===== config.mk =====
export PLATFORM = sky130hd
export DESIGN_NAME = sme_alu
export DESIGN_NICKNAME = d
export VERILOG_FILES = /design/src/rtl/stack_machine_executor_assert.svh /design/src/rtl/sme_pkg.sv /design/src/rtl/sme_alu.sv
export SDC_FILE = /design/constraint.sdc
export NUM_CORES = 1
export LEC_CHECK = 0
export BUFFER_PORTS_ARGS = -buffer_cell sky130_fd_sc_hd__buf_2
export CAP_MARGIN = 40
export CORE_MARGIN = 2
export CORE_UTILIZATION = 50
export DETAILED_ROUTE_END_ITERATION = 10
export PLACE_DENSITY = 0.65
export RECOVER_POWER = 100
export SLEW_MARGIN = 5
export SYNTH_ARGS = -nofsm -noshare
export SYNTH_HDL_FRONTEND = slang
export SYNTH_SLANG_ARGS = --single-unit

===== constraint.sdc =====
create_clock -name vclk -period 11.15
set_input_delay 0 -clock vclk [all_inputs]
set_output_delay 0 -clock vclk [all_outputs]
set_load 0.02 [all_outputs]

===== src/rtl/stack_machine_executor_assert.svh =====
// assertion macros for the stack machine executor
// used by the top level only, no other dependencies
`ifndef STACK_MACHINE_EXECUTOR_ASSERT_SVH
`define STACK_MACHINE_EXECUTOR_ASSERT_SVH

// condition must hold on every clock edge out of reset
`define SME_ASSERT_HOLDS(lbl, clk, rst_n, cond) \
  lbl: assert property (@(posedge clk) disable iff (!rst_n) (cond)) \
    else $error("sme assertion failed");

// consequent in the same cycle
`define SME_ASSERT_IMPL(lbl, clk, rst_n, ante, cons) \
  lbl: assert property (@(posedge clk) disable iff (!rst_n) (ante) |-> (cons)) \
    else $error("sme assertion failed");

// consequent in the cycle after the antecedent
`define SME_ASSERT_NEXT(lbl, clk, rst_n, ante, cons) \
  lbl: assert property (@(posedge clk) disable iff (!rst_n) (ante) |=> (cons)) \
    else $error("sme assertion failed");

`endif


===== src/rtl/sme_pkg.sv =====
// shared types and constants of the stack machine executor
// no dependencies
`timescale 1ns / 1ps

package sme_pkg;

  localparam int unsigned STACK_DEPTH_DEF = 64;
  localparam int unsigned WORD_W = 32;

  typedef enum logic [3:0] {
    OP_PUSH  = 4'd0,
    OP_POP   = 4'd1,
    OP_COPY  = 4'd2,
    OP_ADD   = 4'd3,
    OP_SUB   = 4'd4,
    OP_MUL   = 4'd5,
    OP_DIV   = 4'd6,
    OP_REM   = 4'd7,
    OP_PRINT = 4'd8,
    OP_READ  = 4'd9,
    OP_HALT  = 4'd10
  } sme_op_e;

  typedef enum logic [2:0] {
    STATUS_OK     = 3'd0,
    STATUS_UNDER  = 3'd1,
    STATUS_OVER   = 3'd2,
    STATUS_DIVZ   = 3'd3,
    STATUS_HALTED = 3'd4
  } sme_status_e;

  typedef enum logic [2:0] {
    ST_IDLE,
    ST_RELOAD,
    ST_FETCH,
    ST_DIV,
    ST_FINISH
  } sme_state_e;

  typedef struct packed {
    logic [3:0]               opcode;
    logic signed [WORD_W-1:0] immediate;
    logic signed [WORD_W-1:0] read_value;
  } sme_in_t;

  typedef struct packed {
    logic                     print_valid;
    logic signed [WORD_W-1:0] print_value;
    logic [2:0]               status;
    logic                     halted;
  } sme_out_t;

  typedef struct packed {
    logic              start;
    logic              want_rem;
    logic [WORD_W-1:0] num;
    logic [WORD_W-1:0] den;
  } sme_div_req_t;

  typedef struct packed {
    logic              busy;
    logic              done;
    logic [WORD_W-1:0] result;
  } sme_div_rsp_t;

endpackage


===== src/rtl/sme_alu.sv =====
// add, subtract and multiply on the two top stack words
// depends on sme_pkg
`timescale 1ns / 1ps

module sme_alu (
  input  sme_pkg::sme_op_e            op_i,
  input  logic [sme_pkg::WORD_W-1:0]  top_i,
  input  logic [sme_pkg::WORD_W-1:0]  nxt_i,
  output logic [sme_pkg::WORD_W-1:0]  res_o
);
  import sme_pkg::*;

  always_comb begin
    case (op_i)
      OP_ADD:  res_o = top_i + nxt_i;
      OP_SUB:  res_o = top_i - nxt_i;
      OP_MUL:  res_o = top_i * nxt_i;
      default: res_o = '0;
    endcase
  end

endmodule


==> impl_results.md <==
- Post-CTS setup repair buffer count: 0
- CP startpoint: top_i[0]
- Routed wire per std cell: 20.22 um
- Synth top area cells: fa_1, ha_1, and2_1
- Chip Width: 195.0 um
- 1st-iter DRT viols: 920
- Area Growth Syn to Fin: 3.747%
- Final ANT Viol Nets: 0
- Setup TNS: 0 ps
- Final min period: 8650 ps
- Setup crit end: res_o[30]
- Antenna violations before repair: 3
- DRC: 0
- Syn. warnings: 0
- Tightest Pin Transition: 2060 ps
- Avg Cell Area, Syn: 8.715 sq um
- Gpl congestion: 0.9252
- FF/Latch Area: 0 sq um
- Share of post-route cells with drive strength above 1: 0.04634
- Worst Path Max Fanout: 29
- Dpl hpwl: 39.99 mm
- Fin. Hold Viols: 0
- Failing checks: capacitance limit, slew limit
- Commonest cells post-synth: fa_1, inv_1, and2_1, nand2_1, ha_1
- PostCTS Resize Cnt: 0
- Max-capacitance violation count: 1
- Min-delay src: op_i[3]
- Top-area cell type share of the netlist area: 0.4491
- Drt via density: 5.555
- Outcome: finished with violations
- Syn Inst Count: 2,092
- Count of final setup violators: 0
- Worst slew margin relative to its limit: -0.3735
- Hold Path Class: primary input to output pin
- Slew Viols, Final: 30
- Synth Net Count: 2,725
- Post-synth top area cell: fa_1
- Gr ovfl total: 0
- First-pass GRT wire length: 85.12 mm
- Vias in the first global route: 15,500
- Post-CTS Hold Buffers: 0
- Critical Path RT: 11,150 ps
- Startpoint types: primary input
- Full die area: 38,010 sq um
- Seq cells: 0
- Via count: 14,199
- Die Height: 195.0 um
- Hold Path Depth: 4
- Largest net degree at the start of global routing: 36
- Max Fclk: 115.6 MHz
- Core Region: 35,740 sq um
- CLK BUF: 0
- All-Layer GR Usage: 0.2853
- Most frequent cell after synthesis: fa_1
- Count of different cell masters after synthesis: 59
- Cell Rows: 69
- WS Path Type: primary input to output pin
- Worst path arrival time: 8650 ps
- First-pass DRT Iterations: 5
- Post-synthesis cell area: 18,230 sq um
- Initial core utilization: 0.5101
- Layout Nets: 2,728
- Crit share post-route: 0.7758
- Fill cell count: 3,441
- RSZ-0062 raised after global routing: false
- Final wirelength: 51.69 mm
- Sequential area share after synthesis: 0
- Worst setup EP type: output pin
- Port Buffers: 100
- Final hold slack: 589.9 ps
- I/O pin count: 100
==> logic make-up (layout without fill, tap and decap cells) <==
logic type               count (synthesis)  in the layout  share of synthesized area
XOR/XNOR                               141            141                    0.06773
multiplexers                             4              4                   0.002196
other                                    0              2                          0
AO/OA/AOI/OAI                          208            208                    0.07727
adder cells (fa/ha/maj)                565            565                     0.5561
AND/OR/NAND/NOR                        672            672                     0.1931
buffers and inverters                  502            503                     0.1036
==> cells in the final DEF (no fill, tap or decap), drive strengths merged, types with 5 or more instances in the layout <==
cell type | synthesis | layout
a21o | 38 | 38
nor2 | 42 | 42
xor2 | 49 | 49
a31oi | 12 | 12
o22ai | 25 | 25
and3 | 7 | 7
nand2b | 13 | 13
o31ai | 6 | 6
inv | 390 | 390
fa | 409 | 409
a211oi | 7 | 7
o21ai | 30 | 30
and2 | 310 | 310
or3 | 8 | 8
ha | 156 | 156
clkbuf | 105 | 26
xnor2 | 92 | 92
a21oi | 47 | 47
nand3 | 6 | 6
nand4 | 5 | 5
o21a | 14 | 14
nor2b | 6 | 6
buf | 7 | 87
nor3 | 14 | 14
nand2 | 247 | 247
==> worst max-delay path, cell delays in order <==
cell       delay (ps)
buf_2              70
clkbuf_1         1470
inv_1             510
nor2_1            430
fa_1              320
fa_1              180
inv_1              50
fa_1              500
fa_1              500
inv_1              50
ha_1              270
ha_1              200
fa_1              540
fa_1              440
ha_1              380
nand2_1           100
nand2_1            90
o31ai_1           360
a211oi_1           90
o31a_1            300
o41ai_1           560
nor3_1            110
a2111oi_0         480
xor2_1            310
o22ai_1           130
buf_2             190
==> layout make-up <==
class              count  area (sq um)  area share
inverters            390          1464     0.07739
repair buffers       113         563.0     0.02977
multi-input cells   1590         16310      0.8621
well taps            461         576.8     0.03049
diodes                 2         5.005   0.0002646
==> worst min-delay path by stage <==
stage / end / slack [ps]
6_report: res_o[3] / 590
5_1_grt: res_o[3] / 610
4_1_cts: res_o[21] / 560
3_5_place_dp: res_o[21] / 550
3_3_place_gp: res_o[21] / 550
2_1_floorplan: res_o[21] / 260
==> per-layer routing <==
metal	up-vias	wire length [um]	GRT usage	part of all wire
met5	-	0	0	0
met4	0	1574	0.06927	0.030
met3	82	3045	0.01839	0.059
met2	468	24630	0.4811	0.48
met1	7318	22440	0.4040	0.43
li1	6331	-	-	-
==> stage by stage <==
stage	area, sq um	instances	util	setup WS, ps
6_report	18920	2556	0.5292	2500
5_1_grt	18920	2556	0.5292	2000
4_1_cts	18980	2554	0.5311	3622
3_5_place_dp	18980	2554	0.5311	3650
3_3_place_gp	18980	2554	0.5311	3801
2_1_floorplan	18230	2092	-	4197
Power is left out: the tool's default activity adds up to more than one toggle a clock period on the data nets, which glitch-free logic cannot reach.
