$ cat src/rtl/stack_machine_executor_assert.svh
// assertion macros for the stack machine executor
// used by the top level only, no other dependencies
`ifndef STACK_MACHINE_EXECUTOR_ASSERT_SVH
`define STACK_MACHINE_EXECUTOR_ASSERT_SVH

// condition must hold on every clock edge out of reset
`define SME_ASSERT_HOLDS(lbl, clk, rst_n, cond) \
  lbl: assert property (@(posedge clk) disable iff (!rst_n) (cond)) \
    else $error("sme assertion failed");

// consequent in the same cycle
`define SME_ASSERT_IMPL(lbl, clk, rst_n, ante, cons) \
  lbl: assert property (@(posedge clk) disable iff (!rst_n) (ante) |-> (cons)) \
    else $error("sme assertion failed");

// consequent in the cycle after the antecedent
`define SME_ASSERT_NEXT(lbl, clk, rst_n, ante, cons) \
  lbl: assert property (@(posedge clk) disable iff (!rst_n) (ante) |=> (cons)) \
    else $error("sme assertion failed");

`endif

$ cat src/rtl/sme_pkg.sv
// shared types and constants of the stack machine executor
// no dependencies
`timescale 1ns / 1ps

package sme_pkg;

  localparam int unsigned STACK_DEPTH_DEF = 64;
  localparam int unsigned WORD_W = 32;

  typedef enum logic [3:0] {
    OP_PUSH  = 4'd0,
    OP_POP   = 4'd1,
    OP_COPY  = 4'd2,
    OP_ADD   = 4'd3,
    OP_SUB   = 4'd4,
    OP_MUL   = 4'd5,
    OP_DIV   = 4'd6,
    OP_REM   = 4'd7,
    OP_PRINT = 4'd8,
    OP_READ  = 4'd9,
    OP_HALT  = 4'd10
  } sme_op_e;

  typedef enum logic [2:0] {
    STATUS_OK     = 3'd0,
    STATUS_UNDER  = 3'd1,
    STATUS_OVER   = 3'd2,
    STATUS_DIVZ   = 3'd3,
    STATUS_HALTED = 3'd4
  } sme_status_e;

  typedef enum logic [2:0] {
    ST_IDLE,
    ST_RELOAD,
    ST_FETCH,
    ST_DIV,
    ST_FINISH
  } sme_state_e;

  typedef struct packed {
    logic [3:0]               opcode;
    logic signed [WORD_W-1:0] immediate;
    logic signed [WORD_W-1:0] read_value;
  } sme_in_t;

  typedef struct packed {
    logic                     print_valid;
    logic signed [WORD_W-1:0] print_value;
    logic [2:0]               status;
    logic                     halted;
  } sme_out_t;

  typedef struct packed {
    logic              start;
    logic              want_rem;
    logic [WORD_W-1:0] num;
    logic [WORD_W-1:0] den;
  } sme_div_req_t;

  typedef struct packed {
    logic              busy;
    logic              done;
    logic [WORD_W-1:0] result;
  } sme_div_rsp_t;

endpackage

$ cat src/rtl/sme_stack_mem.sv
// stack storage, one write port and one registered read port
// depends on sme_pkg
`timescale 1ns / 1ps

module sme_stack_mem #(
  parameter int unsigned DEPTH = sme_pkg::STACK_DEPTH_DEF,
  parameter int unsigned IDX_W = $clog2(DEPTH)
) (
  input  logic                           clk_i,
  input  logic                           we_i,
  input  logic [IDX_W-1:0]               waddr_i,
  input  logic [sme_pkg::WORD_W-1:0]     wdata_i,
  input  logic [IDX_W-1:0]               raddr_i,
  output logic [sme_pkg::WORD_W-1:0]     rdata_o
);
  import sme_pkg::*;

  logic [WORD_W-1:0] mem_q [DEPTH];
  logic [WORD_W-1:0] rdata_q;

  always_ff @(posedge clk_i) begin
    if (we_i) begin
      mem_q[waddr_i] <= wdata_i;
    end
    rdata_q <= mem_q[raddr_i];
  end

  assign rdata_o = rdata_q;

endmodule

$ cat config.mk
export PLATFORM = sky130hd
export DESIGN_NAME = sme_stack_mem
export DESIGN_NICKNAME = d
export VERILOG_FILES = /design/src/rtl/stack_machine_executor_assert.svh /design/src/rtl/sme_pkg.sv /design/src/rtl/sme_stack_mem.sv
export SDC_FILE = /design/constraint.sdc
export NUM_CORES = 2
export LEC_CHECK = 0
export ABC_AREA = 1
export BUFFER_PORTS_ARGS = -buffer_cell sky130_fd_sc_hd__buf_4
export CAP_MARGIN = 10
export CORE_MARGIN = 3
export CORE_UTILIZATION = 44
export CTS_BUF_LIST = sky130_fd_sc_hd__clkbuf_8 sky130_fd_sc_hd__clkbuf_16
export DETAILED_ROUTE_END_ITERATION = 10
export GPL_ROUTABILITY_DRIVEN = 1
export GPL_TIMING_DRIVEN = 0
export SLEW_MARGIN = 5
export SYNTH_ARGS = -nofsm -noshare
export SYNTH_HDL_FRONTEND = slang
export SYNTH_SLANG_ARGS = --single-unit
$ cat constraint.sdc
create_clock -name clk_i -period 7.43 [get_ports clk_i]
set_clock_uncertainty 0.05 [all_clocks]
set_input_delay 1.486 -clock clk_i [delete_from_list [all_inputs] [get_ports clk_i]]
set_output_delay 1.486 -clock clk_i [all_outputs]
set_load 0.005 [all_outputs]
==> impl_metrics.env <==
export IMPL_hold_viol=0
export IMPL_htreeDepth=4
export IMPL_cts_sinks=2080
export IMPL_drive_gt1_share_pct=12.49
export IMPL_ys_seq_area_share_pct=75.10
export IMPL_die_area_sq_um=193300
export IMPL_yosys_warnings=0
export IMPL_critPathRequiredTime_ps=8170
export IMPL_yosys_top_cells_area="edfxtp_1, nand3_1, nand2_1"
export IMPL_power_uw=25530
export IMPL_rows=158
export IMPL_ir_worst_vdd_mv=0.1921
export IMPL_firstDrtPassIters=6
export IMPL_syn2layout_area_growth_pct=16.37
export IMPL_clockRootBuffer="clkbuf_16"
export IMPL_io_buffers=69
export IMPL_synth_largest_area_cell="edfxtp_1"
export IMPL_insertion_delay_ps=900
export IMPL_clk_path_buf_depth=3
export IMPL_cts_hold_buf=0
export IMPL_ant_nets=0
export IMPL_layout_setup_ws_ps=3275
export IMPL_wl_per_cell_microns=33.85
export IMPL_clk_pin_slew_ps=60
export IMPL_status="complete, no violations"
export IMPL_min_period_ps=4155
export IMPL_synthCells=6769
export IMPL_timing_rr_start="mem_q[47][7]"
export IMPL_synthesis_area_sq_um=82740
export IMPL_max_cap_violations=0
export IMPL_yosys_area_top_type_share_pct=74.33
export IMPL_nNetsFinal=7253
export IMPL_slew_violations=0
export IMPL_critPathKind="in -> reg"
export IMPL_post_cts_resize_count=0
export IMPL_cts_tree="done"
export IMPL_synth_cell_type_count=16
export IMPL_synth_fp_nets=6815
export IMPL_grt_usage_pct=34.20
export IMPL_finalWirelength_mm=334.9
export IMPL_die_height_microns=439.6
export IMPL_final_util_pct=51.70
export IMPL_hp_class="reg -> reg"
export IMPL_setup_viol=0
export IMPL_cts_buffers=212
export IMPL_critical_path_max_fanout=12
export IMPL_vias=60680
export IMPL_fp_coreArea_sq_um=186200
export IMPL_place_inst=9472
export IMPL_grt_first_pass_wirelength_mm=450.9
export IMPL_tightest_slew_ps=1383
export IMPL_final_instance_count_excl_fill=9895
export IMPL_initial_core_util_pct=44.43
export IMPL_via_per_inst=6.132
export IMPL_arrival_ps=4900
export IMPL_crit_buf_inv=4
export IMPL_timing_hold_ws_ps=981.9
export IMPL_dp_slack_ps=2669
export IMPL_cp_startpoint="raddr_i[2]"
export IMPL_crit_family="buffers and inverters"
export IMPL_critPathSlowestCell="clkbuf_1"
export IMPL_gp_congestion=1.058
export IMPL_postSynthAreaPerCell_sq_um=12.22
export IMPL_p_per_area_nw_per_um2=265.1
export IMPL_drc=0
export IMPL_crit_path_max_incr_delay_ps=920
export IMPL_fin_crit_sh_pct=55.92
export IMPL_hp_start="mem_q[14][8]"
export IMPL_rsz0062_at_grt="false"
export IMPL_synth_ff_latch_count=2080
export IMPL_leakagePower_uw=0.03440
export IMPL_fmax_mhz=240.7
export IMPL_gr_total_overflow=0
export IMPL_die_x_microns=439.6
export IMPL_grt_start_max_net_pins=65
export IMPL_grt_pass1_vias=54670
export IMPL_postCtsSetupBuffers=0
export IMPL_ios=78
export IMPL_critPathLaunchType="input pin"
export IMPL_antenna_found_initial=29
export IMPL_max_slew_margin_pct=7.778
export IMPL_dpl_hpwl_mm=226.8
export IMPL_setup_worst_path_end_class="flop"
export IMPL_drt_iter0_drc=11233
export IMPL_path_cells="buf_2 > inv_1 > buf_2 > clkbuf_1 > nand3_1 > nand3_1 > nand3_1 > nand2_1 > nand2_1 > nand2_1"
==> worst reg2reg max path, delay by kind of cell, from the launching register on <==
family        cells  cell delay, ps
flops             1             360
simple gates      8            1540
==> report_power, final <==
group	leakage, uW	switching, uW	internal (uW)
sequential	0.0187	25.5	13000
clock	0.00350	4710	5840
combinational	0.0122	1560	401
total	0.0344	6290	19200
==> area by class of cell <==
class	instances	area [sq um]
Fill cell	15860	89950
Sequential cell	2080	62140
Multi-Input combinational cell	4228	18770
Clock buffer	219	5480
Tap cell	2480	3103
Timing Repair Buffer	224	3028
Buffer	449	2257
Clock inverter	172	1376
Antenna cell	31	77.57
Inverter	12	47.55
==> through the flow <==
| stage | setup TNS [ps] | area [sq um] |
|---|---|---|
| finish | 0 | 96280 |
| global route | 0 | 96220 |
| CTS | 0 | 96190 |
| detailed placement | 0 | 89330 |
| global placement | -1238130 | 86360 |
| floorplan | 0 | 82740 |
==> path summary, 6_finish.rpt <==
kind	endpoint	slack, ps	cells after the start
worst max-delay path	rdata_o[12]	3280	10
worst min-delay path	rdata_o[8]	980	8
worst max register to register	rdata_o[7]	5320	8
worst min register to register	rdata_o[8]	980	8
==> placed cells by master (no fill, tap or decap), drive strengths merged <==
cell type / netlist / routed
buf: 372 / 596
bufinv: 0 / 14
clkbuf: 77 / 296
clkinv: 0 / 109
clkinvlp: 0 / 3
dfxtp: 32 / 32
diode: 0 / 31
edfxtp: 2048 / 2048
inv: 12 / 58
nand2: 2248 / 2248
nand3: 1907 / 1907
nand4: 9 / 9
nor2: 56 / 56
nor4: 8 / 8
==> cells by family after synthesis <==
logic type / share of synthesized area [%]
simple gates: 22.12
flops: 75.10
buf+inv: 2.779
==> cells in the mapped netlist <==
cell type / instances
clkbuf_1: 77
buf_4: 45
inv_1: 9
buf_2: 282
inv_2: 2
buf_6: 3
nor4_1: 8
nand3_1: 1907
buf_1: 40
nand4_1: 9
buf_8: 2
nor2_1: 56
edfxtp_1: 2048
dfxtp_1: 32
inv_4: 1
nand2_1: 2248
==> state kept, by name (all words and copies together), names as in the netlist <==
signal	count
rdata_o	32
mem_q	2048
==> per-layer routing <==
layer  GRT usage (%)  wire length [microns]
met2           49.93                 143600
met4           21.13                  25540
met1           45.78                 121900
met5               0                     78
met3           8.883                  43810
Note: power is estimated with default switching activity, not from simulation.
