===== src/rtl/stack_machine_executor_assert.svh =====
// assertion macros for the stack machine executor
// used by the top level only, no other dependencies
`ifndef STACK_MACHINE_EXECUTOR_ASSERT_SVH
`define STACK_MACHINE_EXECUTOR_ASSERT_SVH

// condition must hold on every clock edge out of reset
`define SME_ASSERT_HOLDS(lbl, clk, rst_n, cond) \
  lbl: assert property (@(posedge clk) disable iff (!rst_n) (cond)) \
    else $error("sme assertion failed");

// consequent in the same cycle
`define SME_ASSERT_IMPL(lbl, clk, rst_n, ante, cons) \
  lbl: assert property (@(posedge clk) disable iff (!rst_n) (ante) |-> (cons)) \
    else $error("sme assertion failed");

// consequent in the cycle after the antecedent
`define SME_ASSERT_NEXT(lbl, clk, rst_n, ante, cons) \
  lbl: assert property (@(posedge clk) disable iff (!rst_n) (ante) |=> (cons)) \
    else $error("sme assertion failed");

`endif


===== src/rtl/sme_pkg.sv =====
// shared types and constants of the stack machine executor
// no dependencies
`timescale 1ns / 1ps

package sme_pkg;

  localparam int unsigned STACK_DEPTH_DEF = 64;
  localparam int unsigned WORD_W = 32;

  typedef enum logic [3:0] {
    OP_PUSH  = 4'd0,
    OP_POP   = 4'd1,
    OP_COPY  = 4'd2,
    OP_ADD   = 4'd3,
    OP_SUB   = 4'd4,
    OP_MUL   = 4'd5,
    OP_DIV   = 4'd6,
    OP_REM   = 4'd7,
    OP_PRINT = 4'd8,
    OP_READ  = 4'd9,
    OP_HALT  = 4'd10
  } sme_op_e;

  typedef enum logic [2:0] {
    STATUS_OK     = 3'd0,
    STATUS_UNDER  = 3'd1,
    STATUS_OVER   = 3'd2,
    STATUS_DIVZ   = 3'd3,
    STATUS_HALTED = 3'd4
  } sme_status_e;

  typedef enum logic [2:0] {
    ST_IDLE,
    ST_RELOAD,
    ST_FETCH,
    ST_DIV,
    ST_FINISH
  } sme_state_e;

  typedef struct packed {
    logic [3:0]               opcode;
    logic signed [WORD_W-1:0] immediate;
    logic signed [WORD_W-1:0] read_value;
  } sme_in_t;

  typedef struct packed {
    logic                     print_valid;
    logic signed [WORD_W-1:0] print_value;
    logic [2:0]               status;
    logic                     halted;
  } sme_out_t;

  typedef struct packed {
    logic              start;
    logic              want_rem;
    logic [WORD_W-1:0] num;
    logic [WORD_W-1:0] den;
  } sme_div_req_t;

  typedef struct packed {
    logic              busy;
    logic              done;
    logic [WORD_W-1:0] result;
  } sme_div_rsp_t;

endpackage


===== src/rtl/sme_divider.sv =====
// iterative signed divider, one quotient bit per cycle, truncating toward zero
// depends on sme_pkg
`timescale 1ns / 1ps

module sme_divider (
  input  logic                  clk_i,
  input  logic                  rst_ni,
  input  sme_pkg::sme_div_req_t req_i,
  output sme_pkg::sme_div_rsp_t rsp_o
);
  import sme_pkg::*;

  localparam int unsigned CNT_W = $clog2(WORD_W);

  logic              busy_q, busy_d;
  logic              done_q, done_d;
  logic [CNT_W-1:0]  cnt_q, cnt_d;
  logic [WORD_W-1:0] rem_q, rem_d;
  logic [WORD_W-1:0] quo_q, quo_d;
  logic [WORD_W-1:0] den_q, den_d;
  logic              nneg_q, nneg_d;
  logic              qneg_q, qneg_d;
  logic              want_rem_q, want_rem_d;
  logic [WORD_W:0]   rem_sh;
  logic [WORD_W:0]   diff;

  assign rem_sh = {rem_q, quo_q[WORD_W-1]};
  assign diff   = rem_sh - {1'b0, den_q};

  always_comb begin
    busy_d     = busy_q;
    done_d     = 1'b0;
    cnt_d      = cnt_q;
    rem_d      = rem_q;
    quo_d      = quo_q;
    den_d      = den_q;
    nneg_d     = nneg_q;
    qneg_d     = qneg_q;
    want_rem_d = want_rem_q;
    if (req_i.start) begin
      busy_d     = 1'b1;
      cnt_d      = '0;
      rem_d      = '0;
      nneg_d     = req_i.num[WORD_W-1];
      qneg_d     = req_i.num[WORD_W-1] ^ req_i.den[WORD_W-1];
      want_rem_d = req_i.want_rem;
      quo_d      = req_i.num[WORD_W-1] ? (~req_i.num + WORD_W'(1)) : req_i.num;
      den_d      = req_i.den[WORD_W-1] ? (~req_i.den + WORD_W'(1)) : req_i.den;
    end else if (busy_q) begin
      if (!diff[WORD_W]) begin
        rem_d = diff[WORD_W-1:0];
      end else begin
        rem_d = rem_sh[WORD_W-1:0];
      end
      quo_d = {quo_q[WORD_W-2:0], ~diff[WORD_W]};
      cnt_d = cnt_q + CNT_W'(1);
      if (cnt_q == CNT_W'(WORD_W - 1)) begin
        busy_d = 1'b0;
        done_d = 1'b1;
      end
    end
  end

  always_ff @(posedge clk_i or negedge rst_ni) begin
    if (!rst_ni) begin
      busy_q <= 1'b0;
      done_q <= 1'b0;
      cnt_q  <= '0;
    end else begin
      busy_q <= busy_d;
      done_q <= done_d;
      cnt_q  <= cnt_d;
    end
  end

  always_ff @(posedge clk_i) begin
    rem_q      <= rem_d;
    quo_q      <= quo_d;
    den_q      <= den_d;
    nneg_q     <= nneg_d;
    qneg_q     <= qneg_d;
    want_rem_q <= want_rem_d;
  end

  always_comb begin
    rsp_o.busy = busy_q;
    rsp_o.done = done_q;
    if (want_rem_q) begin
      rsp_o.result = nneg_q ? (~rem_q + WORD_W'(1)) : rem_q;
    end else begin
      rsp_o.result = qneg_q ? (~quo_q + WORD_W'(1)) : quo_q;
    end
  end

endmodule


===== config.mk =====
export PLATFORM = sky130hd
export DESIGN_NAME = sme_divider
export DESIGN_NICKNAME = d
export VERILOG_FILES = /design/src/rtl/stack_machine_executor_assert.svh /design/src/rtl/sme_pkg.sv /design/src/rtl/sme_divider.sv
export SDC_FILE = /design/constraint.sdc
export NUM_CORES = 1
export LEC_CHECK = 0
export CORE_ASPECT_RATIO = 0.7
export CORE_MARGIN = 2
export CORE_UTILIZATION = 50
export CTS_CLUSTER_DIAMETER = 100
export DETAILED_ROUTE_END_ITERATION = 7
export DONT_BUFFER_PORTS = 1
export PLACE_DENSITY = 0.7
export SLEW_MARGIN = 40
export SYNTH_ARGS = -nofsm -noshare
export SYNTH_HDL_FRONTEND = slang
export SYNTH_SLANG_ARGS = --single-unit

===== constraint.sdc =====
create_clock -name clk_i -period 8 [get_ports clk_i]
set_input_delay 1.6 -clock clk_i [delete_from_list [all_inputs] [get_ports clk_i]]
set_output_delay 1.6 -clock clk_i [all_outputs]
set_load 0.02 [all_outputs]

==> impl_metrics.ini, run 1 <==
[clock_tree]
cts-root-buf = clkbuf_16
htreeDepth = 3
clock_sinks = 106
tritoncts = built
cts_resized = 0
cts_buffers = 9
clkTransAtPathRegs_ps = 70
cts_hold_buf = 0
cts_setup_buffers = 0
clkLatencyLatePin_ps = 360
cts_buffer_depth = 2

[sta]
max_freq_mhz = 185.0
fin_crit_sh = 0.6757
layout_setup_ws_ps = 2595
finalClockSkew_ps = 9.178
drv_slew = 0
period_needed_ps = 5405
setup_viol = 0
fin_tns_setup_ps = 0
grt_setup_unrepaired = false
hold_violations = 0
slew_headroom = 0.4040
tightest_slew_ps = 884.7
timing.hold.ws_ps = 532.8

[die]
ios = 102
rows = 40
die_area_sq_um = 18440
die_x_microns = 161.5
dieHeight_microns = 114.2
core_area_sq_um = 17070
initial_core_util = 0.5085

[worst_setup_path]
r2r-start = quo_q[31]
r2r_cells = 13
crit_fanout = 4
cp_data_required_time_ps = 6400
crit_arrival_ps = 3810
crit_path_end_kind = primary output
reg2reg_slack_ps = 4050
critPathKind = reg -> out
critPathLaunch = quo_q[5]
timing.rr.end = rem_q[0]
worstSetupStartpointType = flip-flop

[flow_run]
drv_cap = 0

[synthesis]
synth_seq_area_share = 0.3258
yosys_most_used_dff = edfxtp_1
synth_cell_type_count = 57
syn_area_sq_um = 8678
netlist_instances = 1026
synth-seq-cells = 106
syn_nets = 1133
yosys_warnings = 0
synth_edf_count = 67
async_reset_ff_frac = 0.06604
postSynthAreaPerCell_sq_um = 8.458

[route]
drt_iter0_markers = 488
first_pass_iters = 5
routed_wl_microns = 20250
avgRoutedWirePerCell_microns = 16.49
vias = 7266
ant_nets = 0
drc_errors = 0
via_per_inst = 5.917

[placed_design]
io_buffers = 0
preCtsSetupSlack_ps = 2965
hpwl_microns = 14950
gp_congestion = 0.9011
post_dp_cell_area_sq_um = 8813
dp_cells = 1210

[layout]
final_cell_area_sq_um = 9151
final_nets = 1099
multiInputGateArea_sq_um = 5478
fin_cells = 1228
fillers = 1595
final_util = 0.5362
drive_gt1_frac = 0.03912
syn2layout_area_growth_pct = 5.450
ff_latch_area_sq_um = 2829
diodes = 0

[min_path]
hold_start = cnt_q[4]
min_delay_path_depth = 2
hold_path_end = cnt_q[4]
hp-class = reg -> reg

[power]
cellLeakagePower_nw = 3.558
ir_drop_mv = 0.3599
power_density_nw_per_um2 = 352.4
finalPower_mw = 3.225

[grt]
antenna_found_initial = 0
grt_first_pass_wirelength_microns = 33680
grt_max_degree = 133
grt_usage = 0.2252
overflow = 0
grt_pass1_vias = 6588

[outcome]
status = finished, final reports clean
==> cell usage after synthesis (6+ instances only) <==
master    instances  area share
nand2_1          99       0.043
nor2_1           95       0.041
o21ai_0          88       0.051
xnor2_1          85       0.086
a21oi_1          73       0.042
edfxtp_1         67        0.23
xor2_1           67       0.068
inv_1            50       0.022
clkbuf_1         44       0.019
ha_1             38       0.055
dfxtp_1          32       0.074
mux2i_1          32       0.037
o31ai_1          30       0.026
a211oi_1         26       0.022
or4_1            23       0.020
or3_1            17       0.012
a21o_1           16       0.014
o41ai_1          16       0.016
nand3_1          12      0.0069
nand2b_1         11      0.0079
nor2b_1           8      0.0058
nor3_1            8      0.0046
dfrtp_1           7       0.020
a31oi_1           6      0.0043
or2_2             6      0.0043
==> state kept, by name, summed over array words and instances (netlist names) <==
name,cells
want_rem_q,1
nneg_q,1
quo_q,32
den_q,32
qneg_q,1
done_q,1
busy_q,1
cnt_q,5
rem_q,32
==> logic make-up after synthesis <==
family | count (synthesis) | synth area share
xor+xnor | 152 | 0.1534
fa+ha+maj | 39 | 0.05709
flops | 106 | 0.3258
compound gates | 291 | 0.2129
buf+inv | 101 | 0.04469
mux | 35 | 0.04080
simple gates | 302 | 0.1652
==> worst max-delay path, stage by stage, from the launching register on <==
cell and delay (ps):
edfxtp_1 440, or3_1 400, nor3_1 210, nand2b_1 180, or3_1 410, or3_1 410
or4_1 510, o41ai_1 350, xor2_1 110, mux2i_1 440
==> power breakdown <==
group	internal, mW	leakage, nW	switching [mW]
combinational	0.758	2.38	1.14
clock	0.272	0.155	0.210
sequential	0.690	1.02	0.151
total	1.72	3.56	1.51
==> cells in the final DEF, fill, tap and decap left out, drive strengths merged, types with 6 or more instances in the layout <==
cell,synthesis,layout
nand2,99,99
nor2,95,95
o21ai,88,88
xnor2,85,85
a21oi,73,73
xor2,67,67
edfxtp,67,67
inv,50,51
ha,38,38
mux2i,32,32
dfxtp,32,32
o31ai,30,30
or4,27,27
a211oi,26,26
o41ai,18,18
or3,17,17
a21o,16,16
clkbuf,44,13
nand3,12,12
nand2b,11,11
nor3,8,8
nor2b,8,8
dfrtp,7,7
or2,6,6
a31oi,6,6
buf,7,6
==> routing by layer <==
| metal | vias up | part of all wire | wire length, microns | global-route usage |
|---|---|---|---|---|
| met5 | - | 0 | 0 | 0 |
| met4 | 0 | 0.014 | 287 | 0.05238 |
| met3 | 24 | 0.054 | 1093 | 0.05252 |
| met2 | 159 | 0.43 | 8800 | 0.3365 |
| met1 | 3445 | 0.50 | 10070 | 0.3301 |
| li1 | 3638 | - | - | - |
==> final cells by class <==
class,count,area share
well taps,231,0.03158
inverters,50,0.02051
repair buffers,6,0.005742
clock inverters,3,0.004785
flip-flops and latches,106,0.3091
multi-input cells,819,0.5986
clock buffers,13,0.02967
==> how the worst max path moves through the flow <==
stage	cells after the start	slack, ps	end
2_1_floorplan	9	3300	rsp_o[25]
4_1_cts	9	2570	rsp_o[26]
6_report	9	2590	rsp_o[26]
5_1_grt	9	2280	rsp_o[26]
3_5_place_dp	9	2960	rsp_o[26]
3_3_place_gp	9	2670	rsp_o[31]
Power figures use the tool's default switching activity.
==> run 2, diff against run 1 <==
clock period = 5.12 ns   (was 8 ns; I/O delays follow)
==> run 2 against run 1 <==
Effect of this change: critical path type unchanged; non-clock buffer count increased by 8; critical path depth is the same; design area grew 0.71%; routed wire length is 2.0% higher; clock-buffer cell count fell by 3; die area is the same; cell count up 0.65%; via count down 0.54%; core utilization is 0.38 points higher; global-route usage increased by 0.29 points; largest cell class unchanged; clock skew increased by 1.2 ps.
==> impl_metrics.ini, run 2 (same netlist as run 1, synthesis figures left out) <==
[power]
switching_power_mw = 2.385
seq_power_share = 0.257
p_int_mw = 2.740
ir_drop_mv = 0.4580
power_density_nw_per_um2 = 556.1
clkPwrFrac = 0.143
cellLeakagePower_nw = 3.593
comb_power_share = 0.600
sw_frac_of_total = 0.4653

[die]
core_area_sq_um = 17070
initial_core_util = 0.5085
dieHeight_microns = 114.2
die_x_microns = 161.5
rows = 40
ios = 102
die_area_sq_um = 18440

[sta]
grt_setup_unrepaired = false
slew_headroom = 0.4271
setup_viol = 0
fin_crit_sh = 0.9355
period_needed_ps = 4790
tightest_slew_ps = 850.3
finalClockSkew_ps = 10.34
fin_tns_setup_ps = 0
max_freq_mhz = 208.8
hold_violations = 0
drv_slew = 0

[worst_setup_path]
crit_arrival_ps = 3770
crit_buf_inv = 0
max_stage_delay_ps = 510
crit_path_end_kind = primary output
path_delay_family = simple AND/OR/NAND/NOR gates
crit_path_top_delay_cell = or4_1
worstSetupStartpointType = flip-flop
cp_cell_sequence = or3_1 > nor3_1 > nand2b_1 > or3_1 > or3_1 > or4_1 > o41ai_1 > xor2_1 > mux2i_2
crit_fanout = 4
critPathKind = reg -> out
cp_data_required_time_ps = 4100
crit_path_frequent_cell = or3_1

[clock_tree]
cts_buffer_depth = 2
clock_sinks = 106
clkTransAtPathRegs_ps = 80
cts_buffers = 9
htreeDepth = 3
cts-root-buf = clkbuf_16
tritoncts = built
cts_setup_buffers = 0
clkLatencyLatePin_ps = 360

[route]
drt_iter0_markers = 498
highest_layer = met4
met3_length_microns = 948
avgRoutedWirePerCell_microns = 16.72
drc_errors = 0
ant_nets = 0
routed_wl_microns = 20660
wl_met2_microns = 9192
via_per_inst = 5.847
wl_met1_microns = 10370
vias = 7227
first_pass_iters = 5

[layout]
final_util = 0.5400
reg_top3 = den_q: 32 flops, quo_q: 32 flops, rem_q: 32 flops
drive_gt1_frac = 0.04776
syn2layout_area_growth_pct = 6.200
fin_cells = 1236
final_cell_mix = nand2_1, nor2_1, o21ai_0
final_nets = 1107
diodes = 0
layout_commonest_cell = nand2_1

[outcome]
status = finished, final reports clean

[grt]
grt_pass1_vias = 6770
overflow = 0
grt_max_degree = 133
grt_first_pass_wirelength_microns = 34360
grt_usage = 0.2280
antenna_found_initial = 0

[placed_design]
io_buffers = 0
dp_cells = 1217
hpwl_microns = 15330
gp_congestion = 0.8913

[min_path]
hp-class = in -> async

[flow_run]
drv_cap = 0
## run 2: per-stage QoR
step | instance area, sq um | worst slack [ps] | hold WS [ps] | power, mW
after floorplan | 8678 | 996.1 | 488.3 | 3.727
after global placement | 8871 | 750.4 | 518.2 | 4.336
after detailed placement | 8871 | 670.3 | 535.2 | 4.374
after CTS | 9175 | 269.8 | 334.9 | 5.121
after global routing | 9216 | 33.69 | 330.0 | 5.548
final | 9216 | 330.5 | 344.8 | 5.125
## run 2: layout make-up
type	count	area, sq um
clock buffer	10	239.0
multi-input combinational	819	5474
sequential	106	2829
tap	231	289.0
clock inverter	6	65.06
inverter	50	187.7
fill	1614	7850
timing repair buffer	14	132.6
## run 2: repair_timing
action,in CTS,in global routing
endpoints found under the setup margin,0,1
endpoints found under the hold margin,0,0
resized for setup,0,1
hold buffers,0,0
## run 2: power groups by stage
stage	combinational, mW	clock (mW)	sequential (mW)
global placement	3.00	0	1.34
global route	3.42	0.778	1.35
floorplan	2.48	0	1.24
finish	3.08	0.732	1.32
CTS	3.05	0.746	1.33
detailed placement	3.03	0	1.34
## run 2: path summary, 6_finish.rpt
kind	cells past startpoint	slack, ps	start	to
setup / recovery	9	330	quo_q[5]	rsp_o[26]
hold / removal	0	340	rst_ni	cnt_q[3]
setup reg to reg	13	1030	quo_q[31]	rem_q[0]
hold reg to reg	2	540	rem_q[13]	rem_q[13]
max in group asynchronous	0	4700	rst_ni	busy_q
min in group clk_i	2	540	rem_q[13]	rem_q[13]
## run 2: layer usage
layer,up-vias,GRT usage
met5,-,0
met3,10,0.04274
met4,0,0.04226
met1,3422,0.3313
li1,3671,-
met2,124,0.3581
